--- src/hdl/actuator_command_supervisor_defines.svh ---
// Assertion macros for the actuator command supervisor.
// Assumes the asserting module has clk and arst_n in scope.
`ifndef ACTUATOR_COMMAND_SUPERVISOR_DEFINES_SVH
`define ACTUATOR_COMMAND_SUPERVISOR_DEFINES_SVH

`ifndef NO_ASSERTIONS
`define ACS_ASSERT_IMPL(label, ante, cons) \
	label: assert property (@(posedge clk) disable iff (!arst_n) (ante) |-> (cons)) \
		else $error("acs assertion failed");
`define ACS_ASSERT_NEXT(label, ante, cons) \
	label: assert property (@(posedge clk) disable iff (!arst_n) (ante) |=> (cons)) \
		else $error("acs assertion failed");
`else
`define ACS_ASSERT_IMPL(label, ante, cons)
`define ACS_ASSERT_NEXT(label, ante, cons)
`endif

`endif

--- src/hdl/acs_pkg.sv ---
// Shared types and constants of the actuator command supervisor.
// No dependencies.
package acs_pkg;

	localparam logic [1:0] ACT_HOLD  = 2'd0;
	localparam logic [1:0] ACT_APPLY = 2'd1;
	localparam logic [1:0] ACT_STOP  = 2'd2;

	localparam int unsigned FB_DRIVER  = 0;
	localparam int unsigned FB_IPC     = 1;
	localparam int unsigned FB_TIMEOUT = 2;
	localparam int unsigned FB_LIMITED = 3;
	localparam int unsigned FB_ESTOP   = 4;
	localparam int unsigned FB_WIDTH   = 5;

	localparam logic [1:0] REG_RPM_LIMIT     = 2'd0;
	localparam logic [1:0] REG_STEER_MIN     = 2'd1;
	localparam logic [1:0] REG_STEER_MAX     = 2'd2;
	localparam logic [1:0] REG_TIMEOUT_TICKS = 2'd3;

	localparam logic        [14:0] RPM_LIMIT_RST     = 15'd200;
	localparam logic signed [15:0] STEER_MIN_RST     = -16'sd30;
	localparam logic signed [15:0] STEER_MAX_RST     = 16'sd30;
	localparam logic        [31:0] TIMEOUT_TICKS_RST = 32'd500;

	typedef struct packed {
		logic signed [15:0] left_rpm;
		logic signed [15:0] right_rpm;
		logic signed [15:0] servo_0;
		logic signed [15:0] servo_1;
		logic               hit;
	} targets_t;

endpackage

--- src/hdl/actuator_command_supervisor.sv ---
// Top level of the actuator command supervisor: tick register, supervision logic,
// result register, configuration registers. Depends on acs_pkg, acs_clamp and
// actuator_command_supervisor_defines.svh.
//
// channel | handshake            | payload
// in      | in_valid / in_ready  | command_valid .. stop_error, one tick
// out     | out_valid / out_ready| command_accepted .. fault_flags
// cfg     | cfg_valid / cfg_ready| cfg_index, cfg_data
//
// An accepted tick sits in the tick register, then goes through the clamps and the
// state update into the result register, one tick per cycle when not stalled.
// arst_n clears the state, the pipeline valids and loads the register defaults.
// A stalled result holds the tick register; in_ready drops only when both are full.
// cfg_ready is always high.
`include "actuator_command_supervisor_defines.svh"

module actuator_command_supervisor (
	input  logic               clk,
	input  logic               arst_n,
	input  logic               in_valid,
	output logic               in_ready,
	input  logic               command_valid,
	input  logic signed [15:0] left_rpm_in,
	input  logic signed [15:0] right_rpm_in,
	input  logic signed [15:0] servo_in_0,
	input  logic signed [15:0] servo_in_1,
	input  logic               estop_request,
	input  logic               drive_enable,
	input  logic               rx_fault,
	input  logic               housekeeping_error,
	input  logic               apply_error,
	input  logic               stop_error,
	output logic               out_valid,
	input  logic               out_ready,
	output logic               command_accepted,
	output logic        [1:0]  action,
	output logic signed [15:0] left_rpm_out,
	output logic signed [15:0] right_rpm_out,
	output logic signed [15:0] servo_out_0,
	output logic signed [15:0] servo_out_1,
	output logic        [4:0]  fault_flags,
	input  logic               cfg_valid,
	output logic               cfg_ready,
	input  logic        [1:0]  cfg_index,
	input  logic        [31:0] cfg_data
);

	logic        [14:0] rpm_limit_q;
	logic signed [15:0] steer_min_q;
	logic signed [15:0] steer_max_q;
	logic        [31:0] timeout_q;

	logic               valid_s1;
	logic               cmd_s1;
	logic signed [15:0] left_s1, right_s1, servo0_s1, servo1_s1;
	logic               estop_s1, enable_s1, rx_s1, hk_s1, ap_s1, st_s1;

	logic        [31:0] elapsed_q;
	logic               estop_latched_q;
	logic        [4:0]  fault_q;

	logic               out_valid_q;
	logic               accepted_q;
	logic        [1:0]  action_q;
	logic signed [15:0] left_q, right_q, servo0_q, servo1_q;

	logic               advance;
	acs_pkg::targets_t  tgt;

	logic        [31:0] elapsed_d;
	logic               estop_d;
	logic        [4:0]  fault_d;
	logic               accepted_d;
	logic        [1:0]  action_d;

	logic               out_apply;
	logic               out_stop;
	logic               targets_zero;

	assign advance   = valid_s1 && (!out_valid_q || out_ready);
	assign in_ready  = !valid_s1 || !out_valid_q || out_ready;
	assign cfg_ready = 1'b1;

	always_ff @(posedge clk or negedge arst_n) begin
		if (!arst_n) begin
			rpm_limit_q <= acs_pkg::RPM_LIMIT_RST;
			steer_min_q <= acs_pkg::STEER_MIN_RST;
			steer_max_q <= acs_pkg::STEER_MAX_RST;
			timeout_q   <= acs_pkg::TIMEOUT_TICKS_RST;
		end else if (cfg_valid) begin
			unique case (cfg_index)
				acs_pkg::REG_RPM_LIMIT:     rpm_limit_q <= cfg_data[14:0];
				acs_pkg::REG_STEER_MIN:     steer_min_q <= signed'(cfg_data[15:0]);
				acs_pkg::REG_STEER_MAX:     steer_max_q <= signed'(cfg_data[15:0]);
				acs_pkg::REG_TIMEOUT_TICKS: timeout_q   <= cfg_data;
				default: ;
			endcase
		end
	end

	always_ff @(posedge clk or negedge arst_n) begin
		if (!arst_n) begin
			valid_s1 <= 1'b0;
		end else if (in_ready) begin
			valid_s1 <= in_valid;
		end
	end

	always_ff @(posedge clk) begin
		if (in_ready && in_valid) begin
			cmd_s1    <= command_valid;
			left_s1   <= left_rpm_in;
			right_s1  <= right_rpm_in;
			servo0_s1 <= servo_in_0;
			servo1_s1 <= servo_in_1;
			estop_s1  <= estop_request;
			enable_s1 <= drive_enable;
			rx_s1     <= rx_fault;
			hk_s1     <= housekeeping_error;
			ap_s1     <= apply_error;
			st_s1     <= stop_error;
		end
	end

	acs_clamp u_clamp (
		.rpm_limit (rpm_limit_q),
		.steer_min (steer_min_q),
		.steer_max (steer_max_q),
		.left_rpm  (left_s1),
		.right_rpm (right_s1),
		.servo_0   (servo0_s1),
		.servo_1   (servo1_s1),
		.tgt       (tgt)
	);

	always_comb begin
		fault_d    = fault_q;
		elapsed_d  = elapsed_q;
		estop_d    = estop_latched_q;
		accepted_d = 1'b0;
		action_d   = acs_pkg::ACT_HOLD;
		if (hk_s1) begin
			fault_d[acs_pkg::FB_DRIVER] = 1'b1;
			action_d = acs_pkg::ACT_STOP;
		end else begin
			if (rx_s1) begin
				fault_d[acs_pkg::FB_IPC] = 1'b1;
			end
			if (cmd_s1) begin
				accepted_d = 1'b1;
				fault_d[acs_pkg::FB_TIMEOUT] = 1'b0;
				fault_d[acs_pkg::FB_LIMITED] = tgt.hit;
				elapsed_d = '0;
				if (estop_s1) begin
					estop_d = 1'b1;
					fault_d[acs_pkg::FB_ESTOP] = 1'b1;
					action_d = acs_pkg::ACT_STOP;
				end else if (estop_latched_q) begin
					action_d = acs_pkg::ACT_STOP;
					if (!enable_s1) begin
						estop_d = 1'b0;
						fault_d[acs_pkg::FB_ESTOP] = 1'b0;
					end
				end else if (!enable_s1) begin
					action_d = acs_pkg::ACT_STOP;
				end else if (ap_s1) begin
					fault_d[acs_pkg::FB_DRIVER] = 1'b1;
					action_d = acs_pkg::ACT_STOP;
				end else begin
					action_d = acs_pkg::ACT_APPLY;
				end
			end else if (elapsed_q != '1) begin
				elapsed_d = elapsed_q + 32'd1;
			end
			if (elapsed_d >= timeout_q && !fault_d[acs_pkg::FB_TIMEOUT]) begin
				fault_d[acs_pkg::FB_TIMEOUT] = 1'b1;
				action_d = acs_pkg::ACT_STOP;
			end
		end
		if (action_d == acs_pkg::ACT_STOP && st_s1) begin
			fault_d[acs_pkg::FB_DRIVER] = 1'b1;
		end
	end

	always_ff @(posedge clk or negedge arst_n) begin
		if (!arst_n) begin
			elapsed_q       <= '0;
			estop_latched_q <= 1'b0;
			fault_q         <= '0;
			out_valid_q     <= 1'b0;
		end else begin
			if (advance) begin
				elapsed_q       <= elapsed_d;
				estop_latched_q <= estop_d;
				fault_q         <= fault_d;
				out_valid_q     <= 1'b1;
			end else if (out_ready) begin
				out_valid_q     <= 1'b0;
			end
		end
	end

	always_ff @(posedge clk) begin
		if (advance) begin
			accepted_q <= accepted_d;
			action_q   <= action_d;
			if (action_d == acs_pkg::ACT_APPLY) begin
				left_q   <= tgt.left_rpm;
				right_q  <= tgt.right_rpm;
				servo0_q <= tgt.servo_0;
				servo1_q <= tgt.servo_1;
			end else begin
				left_q   <= '0;
				right_q  <= '0;
				servo0_q <= '0;
				servo1_q <= '0;
			end
		end
	end

	assign out_valid        = out_valid_q;
	assign command_accepted = accepted_q;
	assign action           = action_q;
	assign left_rpm_out     = left_q;
	assign right_rpm_out    = right_q;
	assign servo_out_0      = servo0_q;
	assign servo_out_1      = servo1_q;
	assign fault_flags      = fault_q;

	assign out_apply    = out_valid_q && action_q == acs_pkg::ACT_APPLY;
	assign out_stop     = out_valid_q && action_q == acs_pkg::ACT_STOP;
	assign targets_zero = left_q == '0 && right_q == '0 && servo0_q == '0 && servo1_q == '0;

	`ACS_ASSERT_IMPL(a_targets_zero_unless_apply, out_valid_q && !out_apply, targets_zero)
	`ACS_ASSERT_IMPL(a_apply_needs_command, out_apply, accepted_q && !fault_q[acs_pkg::FB_ESTOP])
	`ACS_ASSERT_IMPL(a_estop_flag_tracks_latch, 1'b1, estop_latched_q == fault_q[acs_pkg::FB_ESTOP])
	`ACS_ASSERT_IMPL(a_timeout_issues_stop, $rose(fault_q[acs_pkg::FB_TIMEOUT]), out_stop)

endmodule

--- src/hdl/acs_clamp.sv ---
// Clamps the wheel and steering targets of one command to the configured limits.
// Depends on acs_pkg.
module acs_clamp (
	input  logic        [14:0] rpm_limit,
	input  logic signed [15:0] steer_min,
	input  logic signed [15:0] steer_max,
	input  logic signed [15:0] left_rpm,
	input  logic signed [15:0] right_rpm,
	input  logic signed [15:0] servo_0,
	input  logic signed [15:0] servo_1,
	output acs_pkg::targets_t  tgt
);

	function automatic logic [16:0] bound(input logic signed [16:0] v,
		input logic signed [16:0] lo, input logic signed [16:0] hi);
		logic [16:0] r;
		if (v < lo) begin
			r = {1'b1, lo[15:0]};
		end else if (v > hi) begin
			r = {1'b1, hi[15:0]};
		end else begin
			r = {1'b0, v[15:0]};
		end
		return r;
	endfunction

	logic signed [16:0] lim_pos;
	logic signed [16:0] lim_neg;
	logic signed [16:0] smin_ext;
	logic signed [16:0] smax_ext;
	logic [16:0] r_left, r_right, r_s0, r_s1;

	assign lim_pos  = signed'({2'b00, rpm_limit});
	assign lim_neg  = -lim_pos;
	assign smin_ext = 17'(steer_min);
	assign smax_ext = 17'(steer_max);

	assign r_left  = bound(17'(left_rpm), lim_neg, lim_pos);
	assign r_right = bound(17'(right_rpm), lim_neg, lim_pos);
	assign r_s0    = bound(17'(servo_0), smin_ext, smax_ext);
	assign r_s1    = bound(17'(servo_1), smin_ext, smax_ext);

	assign tgt.left_rpm  = signed'(r_left[15:0]);
	assign tgt.right_rpm = signed'(r_right[15:0]);
	assign tgt.servo_0   = signed'(r_s0[15:0]);
	assign tgt.servo_1   = signed'(r_s1[15:0]);
	assign tgt.hit       = r_left[16] | r_right[16] | r_s0[16] | r_s1[16];

endmodule
--- config.mk ---
export PLATFORM = sky130hd
export DESIGN_NAME = actuator_command_supervisor
export DESIGN_NICKNAME = d
export VERILOG_FILES = /design/src/hdl/acs_pkg.sv /design/src/hdl/actuator_command_supervisor.sv /design/src/hdl/acs_clamp.sv
export VERILOG_INCLUDE_DIRS = /design/src /design/src/hdl
export SDC_FILE = /design/constraint.sdc
export NUM_CORES = 1
export LEC_CHECK = 0
export BUFFER_PORTS_ARGS = -buffer_cell sky130_fd_sc_hd__buf_2
export CAP_MARGIN = 5
export CORE_MARGIN = 1.5
export CORE_UTILIZATION = 51
export CTS_CLUSTER_DIAMETER = 150
export DETAILED_ROUTE_END_ITERATION = 12
export HOLD_SLACK_MARGIN = 0.02
export PLACE_DENSITY = 0.72
export SLEW_MARGIN = 40
export SYNTH_ARGS = -nofsm -noshare
export SYNTH_HDL_FRONTEND = slang
export SYNTH_HIERARCHICAL = 1
export SYNTH_SLANG_ARGS = --single-unit
--- constraint.sdc ---
create_clock -name clk -period 4.7 [get_ports clk]
set_clock_uncertainty 0.2 [all_clocks]
set_input_delay 0.47 -clock clk [delete_from_list [all_inputs] [get_ports clk]]
set_output_delay 0.47 -clock clk [all_outputs]
set_load 0.02 [all_outputs]
Word level (Yosys, flattened, before mapping):

Index checks and enable logic that the tools add are counted.

* logic and storage cells: 118
* flip-flop bits (word level): 257

* multiplexer cells: 37
* magnitude comparators: 9
* equality and inequality tests: 9
* bitwise gates (word level): 4
* add/subtract/negate cells: 2
* reduce and logical (&&, ||, !) cells: 27

Operators with widths (number)
* $mux W17: 8
* $mux W32: 3
* $gt A16 B16 Y1: 4
* $lt A16 B17 Y1: 2
* $add A32 B1 Y32 const B: 1
* $ge A32 B32 Y1: 1
* $lt A16 B16 Y1: 2
* $ne A32 B32 Y1 const B: 1
* $mux W1: 17
* $neg A15 Y17: 1
* $mux W2: 7
* $reduce_bool A3 Y1: 4
* $reduce_and A2 Y1: 5
* $reduce_and A3 Y1: 3
* $eq A2 B2 Y1 const B: 3
* $mux W3: 2
* $ne A3 B2 Y1 const B: 2
* $reduce_and A6 Y1: 1
* $reduce_and A5 Y1: 1
* $eq A2 B1 Y1 const B: 2
* $logic_and A1 B1 Y1: 4
* $reduce_bool A2 Y1: 2
* $logic_not A1 Y1: 3
* $logic_or A1 B1 Y1: 3
* 4 further kinds: 6

Longest topological paths before layout:

Gate-level depths: netlist of the first run.

* depth after elaboration: 16
* depth in mapped cells: 19
* gate-level depth less buffers: 16

Modules after synthesis:

The synthesis of the first run kept the hierarchy.

By module, submodules not included
* actuator_command_supervisor: cells an instance 844, times used 1, seq. area each 7153.1 um2, area each 11188.2 um2
* acs_clamp: cells an instance 628, times used 1, seq. area each 0.0 um2, area each 4538.1 um2

Worst setup path before layout of the first run:

OpenSTA, ideal clock, no wires.

* path kind: register to register
* from: register out_valid_q (netlist: out_valid)
* to: register elapsed_q[18]
* path buffers: 1
* library setup time: 0.136 ns
* path slack: -0.459 ns
* stages on the path, launching flop included: 7
* required time: 4.364 ns
* arrival: 4.823 ns
* path through: dfrtp_1 nor2b_1 nor2_1 nand2_1 clkbuf_1 a22oi_1 o31ai_1

* longest elaborated chain between the ends: 4

Ends and longest elaborated chain
* start, declared: RTL line actuator_command_supervisor.sv:62 `logic out_valid_q;`
* start signal, assigned: RTL line actuator_command_supervisor.sv:190 `out_valid_q <= 1'b0;`
* start signal, assigned: RTL line actuator_command_supervisor.sv:196 `out_valid_q <= 1'b1;`
* start signal, assigned: RTL line actuator_command_supervisor.sv:198 `out_valid_q <= 1'b0;`
* $logic_not A1 Y1: RTL line actuator_command_supervisor.sv:80 `assign advance = valid_s1 && (!out_valid_q || out_ready);`
* $logic_or A1 B1 Y1: RTL line actuator_command_supervisor.sv:80
* $logic_and A1 B1 Y1: RTL line actuator_command_supervisor.sv:80
* named net advance: RTL line actuator_command_supervisor.sv:67 `logic advance;`
* $reduce_and A2 Y1 (no line)
* end signal, assigned: RTL line actuator_command_supervisor.sv:193 `elapsed_q <= elapsed_d;`
* end, declared: RTL line actuator_command_supervisor.sv:58 `logic [31:0] elapsed_q;`

The timed path passes the listed nets, and every way through them passes these cells.
A chain may end at the register's enable or synchronous reset.

==> out/qor.yml, run 1 <==
timing:
  drv_slew: 0
  tightest_slew_ns: 0.846
  fin_setup_tns_ns: 0
  hold_ws_ns: 0.0554
  setup_viol_count_final: 0
  hold_viol: 0
  post-route-period-util_pct: 95.2
  slew_headroom_pct: 43.5
  layout_min_cycle_time_ns: 4.48
  fmax_mhz: 223
  setup_slack_ns: 0.224
  rsz0062_at_grt: "no"
power:
  p_sw_share_pct: 31.8
  powerDensity_nw_per_um2: 374
  power_frac_comb_pct: 28.2
  seqPwrFrac_pct: 40.1
  fin_total_pwr_uw: 7180
  vdd.ir_drop.worst_mv: 0.326
  p_int_uw: 4900
  power_leakage_uw: 0.00852
  p_clk_share_pct: 31.7
  p_switching_uw: 2280
placed_design:
  post-dp-hpwl_mm: 30.5
  pre_cts_ws_ns: 0.110
  place_congestion: 0.893
  io_buffers: 183
yosys:
  synthesis.nets: 1736
  synthDistinctLibCells: 76
  netlist_area_um2: 15700
  syn_inst: 1472
  synth_flop_cell: "edfxtp_1"
  async_flop_share_pct: 46.3
  synth.avg_cell_area_um2: 10.7
  yosys_warnings: 6
  ys_seq_elements: 257
  synth-edff-count: 138
  ys_seq_area_share_pct: 45.5
worst_hold_path:
  hold_start: "cfg_data[3]"
  hold_depth: 2
  hp-class: "in2reg"
floorplan:
  dieArea_um2: 31900
  fp.dieW_um: 179
  core_area_um2: 30500
  die_h_um: 179
  rows: 64
  start_util_pct: 51.5
  io_pins: 185
final_layout:
  final_cell_mix: "buf_2, ha_1, edfxtp_1"
  drive_gt1_share_pct: 23.2
  area_delta_synth_final_pct: 22.2
  nets: 2026
  fin_util_pct: 63.0
  final_common_cell: "buf_2"
  nFillCells: 2467
grt:
  antenna_found_initial: 1
  grt_pass1_wl_mm: 64.6
  grt.total_usage_pct: 26.1
  grt-ovfl-total: 0
  grt_pass1_vias: 12190
  grt_max_degree: 53
setup_path:
  r2r_start: "rpm_limit_q[7]$_DFFE_PN1P_"
  crit_path_end_kind: "flop"
  crit_fanout: 10
  required_ns: 4.91
  crit_start: "rpm_limit_q[7]$_DFFE_PN1P_"
  path_class: "reg2reg"
  worst_r2r_path_depth: 13
  arrival_ns: 4.68
  start_kind: "flop"
drt:
  first_pass_iters: 5
  vias_per_cell: 5.67
  finalWirelength_mm: 41.6
  drt-wirelength-per-cell_um: 19.1
  drc_errors: 0
  drt_iter0_markers: 901
  ant_nets: 0
  vias: 12362
clocking:
  cts_sinks: 257
  path_clk_slew_ns: 0.06
  cts_root_buf: "clkbuf_16"
  cts_buffers: 29
  cts_tree: "built"
  h-tree-depth: 1
  clk_latency_ns: 0.56
  clock_path_buffers: 3
flow_run:
  maxCapViolCount: 0
status:
  status: "completed"
## per-layer routing
metal,share of wire [%],up-vias,track usage (%)
met1,43,5941,34.3
met4,3.0,0,8.54
met2,48,384,44.5
li1,-,5968,-
met3,5.6,69,3.50
met5,0,-,0
## area by class of cell
type	count	area, um^2	area share, %
tap	396	495	2.58
clock buffer	37	766	3.98
antenna	1	2.50	0.0130
clock inverter	17	184	0.957
timing repair buffer	319	2220	11.6
inverter	112	420	2.19
multi-input combinational	1043	7980	41.5
sequential	257	7160	37.2
## synth_stat cells (all sizes together) (9+ instances only)
master	number	share of area [%]
ha	154	12
edfxtp	138	26
inv	111	2.6
a21oi	100	3.2
dfrtp	94	15
nor2	94	2.2
mux2	86	6.2
o21ai	77	2.5
nand2	72	1.7
and2	70	2.8
clkbuf	42	1.0
mux2i	40	2.6
xnor2	37	2.1
nand4	30	1.2
dfstp	25	4.2
nand3	25	0.80
nor2b	23	0.91
a21o	22	1.1
a211oi	21	1.0
buf	18	0.70
nor3	18	0.79
or3	17	0.68
and3	14	0.56
o21a	11	0.53
nor4	10	0.40
xor2	10	0.56
o2111ai	9	0.50
## registers in the layout (all words and copies together) (netlist names), 15 cells and up
signal and flops:
left_rpm_out 16, servo_out_0 16, servo_out_1 16, servo0_s1 16, servo1_s1 16, steer_max_q 16
right_s1 16, timeout_q 32, steer_min_q 16, left_s1 16, right_rpm_out 16, elapsed_q 32
rpm_limit_q 15
## per-stage QoR
| step | instances | instance area (um^2) |
|---|---|---|
| floorplan | 1472 | 15700 |
| global placement | 2031 | 17200 |
| detailed placement | 2032 | 17300 |
| CTS | 2176 | 19100 |
| global route | 2181 | 19200 |
| finish | 2182 | 19200 |
## power groups by stage
stage | registers (uW) | clock network [uW] | logic, uW
detailed placement | 2920 | 0 | 1920
CTS | 2880 | 2320 | 1990
floorplan | 2890 | 0 | 1330
global route | 2910 | 2410 | 2250
global placement | 2910 | 0 | 1870
finish | 2880 | 2270 | 2030
## final timing paths
| kind | to | slack (ns) |
|---|---|---|
| setup / recovery | left_rpm_out[7]$_SDFFCE_PP0P_ | 0.22 |
| hold / removal | steer_min_q[3]$_DFFE_PN0P_ | 0.06 |
| setup reg to reg | left_rpm_out[7]$_SDFFCE_PP0P_ | 0.22 |
| hold reg to reg | fault_flags[1]$_DFFE_PN0P_ | 0.26 |
| max in group asynchronous | steer_max_q[11]$_DFFE_PN0P_ | 2.93 |
| min in group asynchronous | timeout_q[25]$_DFFE_PN0P_ | 0.32 |
## logic make-up after synthesis
logic type      Yosys count  synth area share [%]
mux                     126                  8.73
buf+inv                 172                  4.38
fa+ha+maj               154                  12.3
xor+xnor                 47                  2.62
other cells               1                0.0238
compound gates          308                  12.6
simple gates            407                  13.9
flops                   257                  45.5
## worst max-delay path: stages (launching register included)
cell	delay, ns
dfstp_2	0.41
or4_4	0.58
or3_1	0.47
nor4_1	0.47
ha_1	0.38
and4_1	0.25
and3_1	0.20
a311oi_2	0.23
a2bb2oi_2	0.25
buf_4	0.20
nor2_1	0.12
a31oi_1	0.21
o221a_1	0.23
and2_1	0.12
## what timing repair did
item	4_1_cts	5_1_grt
endpoints found under the hold margin	139	0
resized for setup	0	14
setup endpoints to repair	0	66
hold buffers	90	0
setup buffers	0	2
(Power assumes the default switching activity.)
==> inputs of run 2 (changes only) <==
SETUP_SLACK_MARGIN = 0.5   (was unset)
==> run 2 against run 1 <==
Flip-flop and latch count unchanged. Worst hold slack worse by 0.0076 ns. Sequential share of layout area down 1.5 points. Core utilization up 2.8 points. Non-clock buffer count up 38. Critical path depth up 3. Critical path type unchanged. Highest routed layer unchanged.
==> out/qor.yml, run 2 (same netlist as run 1, synthesis figures left out) <==
setup_path:
  path_cells: "and4_1, nand4_1, buf_4, nor3_4, nand2_2, xor2_2, nand2_1, ha_1, nand2b_4, a2111o_1, a311oi_4, a21oi_4, nor4b_4, buf_6, buf_12, and2_1"
  required_ns: 4.90  # about the same
  path_class: "reg2reg"
  cpPeakStageDelay_ns: 0.46  # -0.12 ns
  crit_fanout: 9  # -1
  start_kind: "flop"
  arrival_ns: 4.59  # -0.09 ns
  path_delay_family: "simple AND/OR/NAND/NOR gates"
  crit_path_end_kind: "flop"
  cpMaxStageDelayCell: "dfrtp_1"
  critPathBufInv: 3  # +2
floorplan:
  rows: 64  # unchanged
  io_pins: 185  # unchanged
  start_util_pct: 51.5  # unchanged
  fp.dieW_um: 179  # unchanged
  core_area_um2: 30500  # unchanged
  die_h_um: 179  # unchanged
  dieArea_um2: 31900  # unchanged
final_layout:
  nets: 2064  # +1.9%
  multiInputGateArea_um2: 8470  # +6.1%
  layout.cells.non_filler: 2220  # +1.7%
  reg.largest.list: "elapsed_q (32), timeout_q (32)"
  register_area_um2: 7160  # about the same
  area_delta_synth_final_pct: 27.6
  drive_gt1_share_pct: 28.3  # +5.0 points
  nFillCells: 2377  # -3.6%
  final_common_cell: "buf_2"
  final_cell_mix: "buf_2, ha_1, edfxtp_1"
clocking:
  cts_root_buf: "clkbuf_16"
  h-tree-depth: 1  # unchanged
  cts_sinks: 257  # unchanged
  cts_tree: "built"
  cts_buffers: 29  # unchanged
  path_clk_slew_ns: 0.06  # about the same
  clock_path_buffers: 3  # unchanged
  clk_latency_ns: 0.55  # about the same
timing:
  hold_viol: 0  # unchanged
  tightest_slew_ns: 0.784  # -0.0620 ns
  setup_viol_count_final: 0  # unchanged
  rsz0062_at_grt: "yes"
  fmax_mhz: 228  # +1.9%
  post-route-period-util_pct: 93.4  # -1.8 points
  layout_min_cycle_time_ns: 4.39  # -0.0854 ns
  drv_slew: 0  # unchanged
  slew_headroom_pct: 47.6  # +4.1 points
  fin_setup_tns_ns: 0  # unchanged
drt:
  vias_per_cell: 5.74  # +1.3%
  ant_nets: 0  # unchanged
  vias: 12740  # +3.1%
  first_pass_iters: 5  # unchanged
  finalWirelength_mm: 44.3  # +6.4%
  drt-wirelength-per-cell_um: 19.9  # +4.6%
  drt_iter0_markers: 832  # -7.7%
  drc_errors: 0  # unchanged
power:
  power_leakage_uw: 0.00880  # +3.3%
  vdd.ir_drop.worst_mv: 0.340  # +4.5%
  powerDensity_nw_per_um2: 364  # -2.7%
flow_run:
  maxCapViolCount: 0  # unchanged
worst_hold_path:
  hp-class: "in2reg"
placed_design:
  post-dp-hpwl_mm: 30.4  # -0.38%
  io_buffers: 183  # unchanged
  dp.cells: 2030  # -0.098%
  place_congestion: 0.928  # +4.0%
grt:
  grt-ovfl-total: 0  # unchanged
  grt_pass1_wl_mm: 67.2  # +4.1%
  grt.total_usage_pct: 27.2  # +1.1 points
  antenna_found_initial: 2  # +1
  grt_max_degree: 70  # +32%
  grt_pass1_vias: 12556  # +3.0%
status:
  status: "completed"
## run 2: routing by layer
layer	wire length [um]	track usage [%]	part of all wire (%)	vias to the layer above
met5	0	0	0	-
met4	1370	9.97	3.1	0
met3	2870	4.58	6.5	86
met2	21100	45.9	48	448
met1	18900	35.1	43	6172
li1	-	-	-	6034
## run 2: worst paths after layout
path / to / slack [ns] / from / depth (start not counted)
worst min-delay path: steer_min_q[14]$_DFFE_PN1P_ / 0.05 / cfg_data[14] / 2
worst min register to register: fault_flags[1]$_DFFE_PN0P_ / 0.25 / fault_flags[1]$_DFFE_PN0P_ / 1
worst max register to register: left_rpm_out[7]$_SDFFCE_PP0P_ / 0.31 / elapsed_q[15]$_DFFE_PN0P_ / 16
max in group asynchronous: timeout_q[4]$_DFFE_PN1P_ / 3.14 / arst_n / 3
min in group asynchronous: elapsed_q[29]$_DFFE_PN0P_ / 0.27 / arst_n / 2
worst max-delay path: left_rpm_out[7]$_SDFFCE_PP0P_ / 0.31 / elapsed_q[15]$_DFFE_PN0P_ / 16
## run 2: area by class of cell
class / instances / share of cell area [%]
multi-input cells: 1043 / 42.2
flip-flops and latches: 257 / 35.7
repair buffers: 357 / 12.9
clock buffers: 40 / 3.87
well taps: 396 / 2.47
inverters: 112 / 2.09
clock inverters: 13 / 0.723
diodes: 2 / 0.0249
## run 2: through the flow
step / util (%) / area, um^2 / total power [uW] / hold slack, ns / setup slack (ns)
2_1_floorplan: - / 15800 / 4230 / -0.0256 / 0.513
3_3_place_gp: 56.5 / 17200 / 4780 / 0.229 / 0.150
3_5_place_dp: 56.6 / 17300 / 4840 / 0.242 / 0.0352
4_1_cts: 64.3 / 19600 / 7220 / 0.0213 / 0.441
5_1_grt: 65.8 / 20100 / 7670 / 0.0295 / 0.180
6_report: 65.8 / 20100 / 7300 / 0.0478 / 0.310
## run 2: power by group
group          leakage, uW  internal, uW  total (uW)  switching (uW)
sequential         0.00276          2670        2880             216
combinational      0.00559           945        2190            1250
clock             0.000452          1310        2220             906
## run 2: worst register-to-register path: cells and delay by family, from the launching register on
family	cells	cell delay, ns
and+or+nand+nor	8	1.56
buffers and inverters	3	0.63
adders and majority gates	1	0.29
xor gates and xnor gates	1	0.17
AOI/OAI and AO/OA	3	0.94
DFF	1	0.46
## run 2: timing repair
action,CTS,global route
gates cloned,1,3
pin swaps,31,25
setup buffers,29,10
resized for setup,67,40
endpoints found under the hold margin,140,1
hold buffers,89,1
endpoints found under the setup margin,69,68
==> inputs of run 3 (changes only) <==
PLACE_DENSITY = 0.69   (was 0.72)
clock period = 4.8 ns   (was 4.7 ns; I/O delays follow)
==> run 3 against run 2 <==
Die area stayed put. Non-clock buffer count is 3 lower. Worst setup slack better by 0.061 ns. Sequential share of layout area is 0.29 points higher. Register-to-register slack better by 0.06 ns. First-iteration DRC count is 7.1% higher. Critical endpoint is now right_rpm_out[11]$_SDFFCE_PP0P_. Largest cell class unchanged. Highest routed layer unchanged.
==> out/qor.yml, run 3 (same netlist as run 1, synthesis figures left out) <==
power:
  vdd.ir_drop.worst_mv: 0.310  # -8.8%
  p_clk_share_pct: 31.3  # +0.9 points
  powerDensity_nw_per_um2: 359  # -1.3%
  power_frac_comb_pct: 29.1  # -0.9 points
  p_int_uw: 4860  # -1.3%
  fin_total_pwr_uw: 7150  # -2.0%
  power_leakage_uw: 0.00882  # +0.21%
  p_sw_share_pct: 32.0  # -0.47 points
  seqPwrFrac_pct: 39.6  # about the same
  p_switching_uw: 2290  # -3.5%
setup_path:
  cpPeakStageDelay_ns: 0.58  # +0.12 ns
  critPathBufInv: 0  # -3
  required_ns: 4.92  # +0.02 ns
  r2r_start: "rpm_limit_q[9]$_DFFE_PN0P_"
  crit_path_end_kind: "flop"
  crit_path_end: "right_rpm_out[11]$_SDFFCE_PP0P_"
  crit_start: "rpm_limit_q[9]$_DFFE_PN0P_"
  path_cells: "or4_4, or3_4, nor3_4, xnor2_2, ha_1, nand3_2, nor2_4, o2111ai_2, a31oi_2, a31o_1, mux2i_4, mux2_4, a221o_1, and2_4"
  r2r_setup_slack_ns: 0.37  # +0.06 ns
  path_class: "reg2reg"
  worst-path-stages: 14  # -2
  r2r-end: "right_rpm_out[11]$_SDFFCE_PP0P_"
  worst_r2r_path_depth: 14  # -2
  path_delay_family: "simple AND/OR/NAND/NOR gates"
  arrival_ns: 4.55  # -0.04 ns
  cpMaxStageDelayCell: "or4_4"
  crit_fanout: 5  # -4
  start_kind: "flop"
clocking:
  cts_tree: "built"
  cts_buffers: 29  # unchanged
  path_clk_slew_ns: 0.06  # about the same
  clock_path_buffers: 3  # unchanged
  clk_latency_ns: 0.56  # about the same
  cts_root_buf: "clkbuf_16"
  cts_sinks: 257  # unchanged
  h-tree-depth: 1  # unchanged
placed_design:
  io_buffers: 183  # unchanged
  post-dp-hpwl_mm: 29.7  # -2.1%
  place_congestion: 0.947  # +2.0%
status:
  status: "completed"
final_layout:
  final_common_cell: "buf_2"
  final_cell_mix: "buf_2, ha_1, edfxtp_1"
  area_delta_synth_final_pct: 26.6
  reg.largest.list: "elapsed_q (32), timeout_q (32)"
  drive_gt1_share_pct: 27.7  # -0.57 points
  nFillCells: 2352  # -1.1%
  nets: 2061  # -0.15%
flow_run:
  maxCapViolCount: 0  # unchanged
drt:
  vias_per_cell: 5.68  # -0.99%
  vias: 12603  # -1.1%
  first_pass_iters: 5  # unchanged
  drc_errors: 0  # unchanged
  drt-wirelength-per-cell_um: 19.1  # -4.5%
  ant_nets: 0  # unchanged
  drt_iter0_markers: 891  # +7.1%
  finalWirelength_mm: 42.3  # -4.6%
floorplan:
  core_area_um2: 30500  # unchanged
  io_pins: 185  # unchanged
  rows: 64  # unchanged
  start_util_pct: 51.5  # unchanged
  dieArea_um2: 31900  # unchanged
  die_h_um: 179  # unchanged
  fp.dieW_um: 179  # unchanged
grt:
  grt_pass1_wl_mm: 63.3  # -5.9%
  antenna_found_initial: 2  # unchanged
  grt-ovfl-total: 0  # unchanged
  grt_pass1_vias: 12115  # -3.5%
  grt.total_usage_pct: 25.4  # -1.8 points
  grt_max_degree: 70  # unchanged
timing:
  layout_min_cycle_time_ns: 4.43  # +0.0395 ns
  tightest_slew_ns: 0.812  # +0.0282 ns
  fmax_mhz: 226  # -0.89%
  drv_slew: 0  # unchanged
  fin_setup_tns_ns: 0  # unchanged
  rsz0062_at_grt: "yes"
  slew_headroom_pct: 45.9  # -1.7 points
  setup_viol_count_final: 0  # unchanged
  hold_viol: 0  # unchanged
  post-route-period-util_pct: 92.3  # -1.1 points
worst_hold_path:
  hold_depth: 2  # unchanged
  hp-class: "in2reg"
[run 3: area by class of cell]
class	instances	area (um^2)	share of cell area, %
inverter	112	420	2.11
tap	396	495	2.49
clock inverter	9	87.6	0.440
clock buffer	45	898	4.51
sequential	257	7160	36.0
timing repair buffer	354	2590	13.0
multi-input combinational	1043	8250	41.4
antenna	2	5.00	0.0251
[run 3: worst min-delay path by stage]
stage	startpoint	to	slack, ns
after detailed placement	fault_flags[1]$_DFFE_PN0P_	fault_flags[1]$_DFFE_PN0P_	0.24
after global placement	rx_s1$_DFFE_PP_	fault_flags[1]$_DFFE_PN0P_	0.23
after floorplan	arst_n	elapsed_q[0]$_DFFE_PN0P_	-0.02
after CTS	cfg_data[3]	steer_min_q[3]$_DFFE_PN0P_	0.04
after global routing	cfg_data[14]	steer_min_q[14]$_DFFE_PN1P_	0.05
final	cfg_data[14]	rpm_limit_q[14]$_DFFE_PN0P_	0.06
[run 3: power by group through the flow]
stage,Combinational (uW),Sequential (uW),Clock (uW)
floorplan,1300,2830,0
global placement,1810,2860,0
detailed placement,1870,2860,0
CTS,1970,2830,2280
global route,2290,2860,2370
finish,2080,2830,2240
[run 3: stage by stage]
stage	util (%)	cell area [um^2]	instances	worst slack, ns	hold slack (ns)
after floorplan	-	15700	1472	0.502	-0.0156
after global placement	56.4	17200	2029	0.222	0.232
after detailed placement	56.5	17200	2030	0.0635	0.241
after CTS	63.6	19400	2187	0.456	0.0375
after global routing	65.3	19900	2217	0.247	0.0505
final	65.3	19900	2218	0.370	0.0580
[run 3: timing repair]
action,CTS,global route
cloned,0,6
pin swaps,14,23
buffers inserted,12,21
hold endpoints to repair,185,0
resized for setup,40,45
hold buffers,91,0
endpoints found under the setup margin,68,68
[run 3: per-layer routing]
layer / share of wire, % / global-route usage, %
met5: 0 / 0
met2: 48 / 43.0
met4: 3.0 / 8.06
met1: 44 / 33.9
met3: 5.5 / 3.18
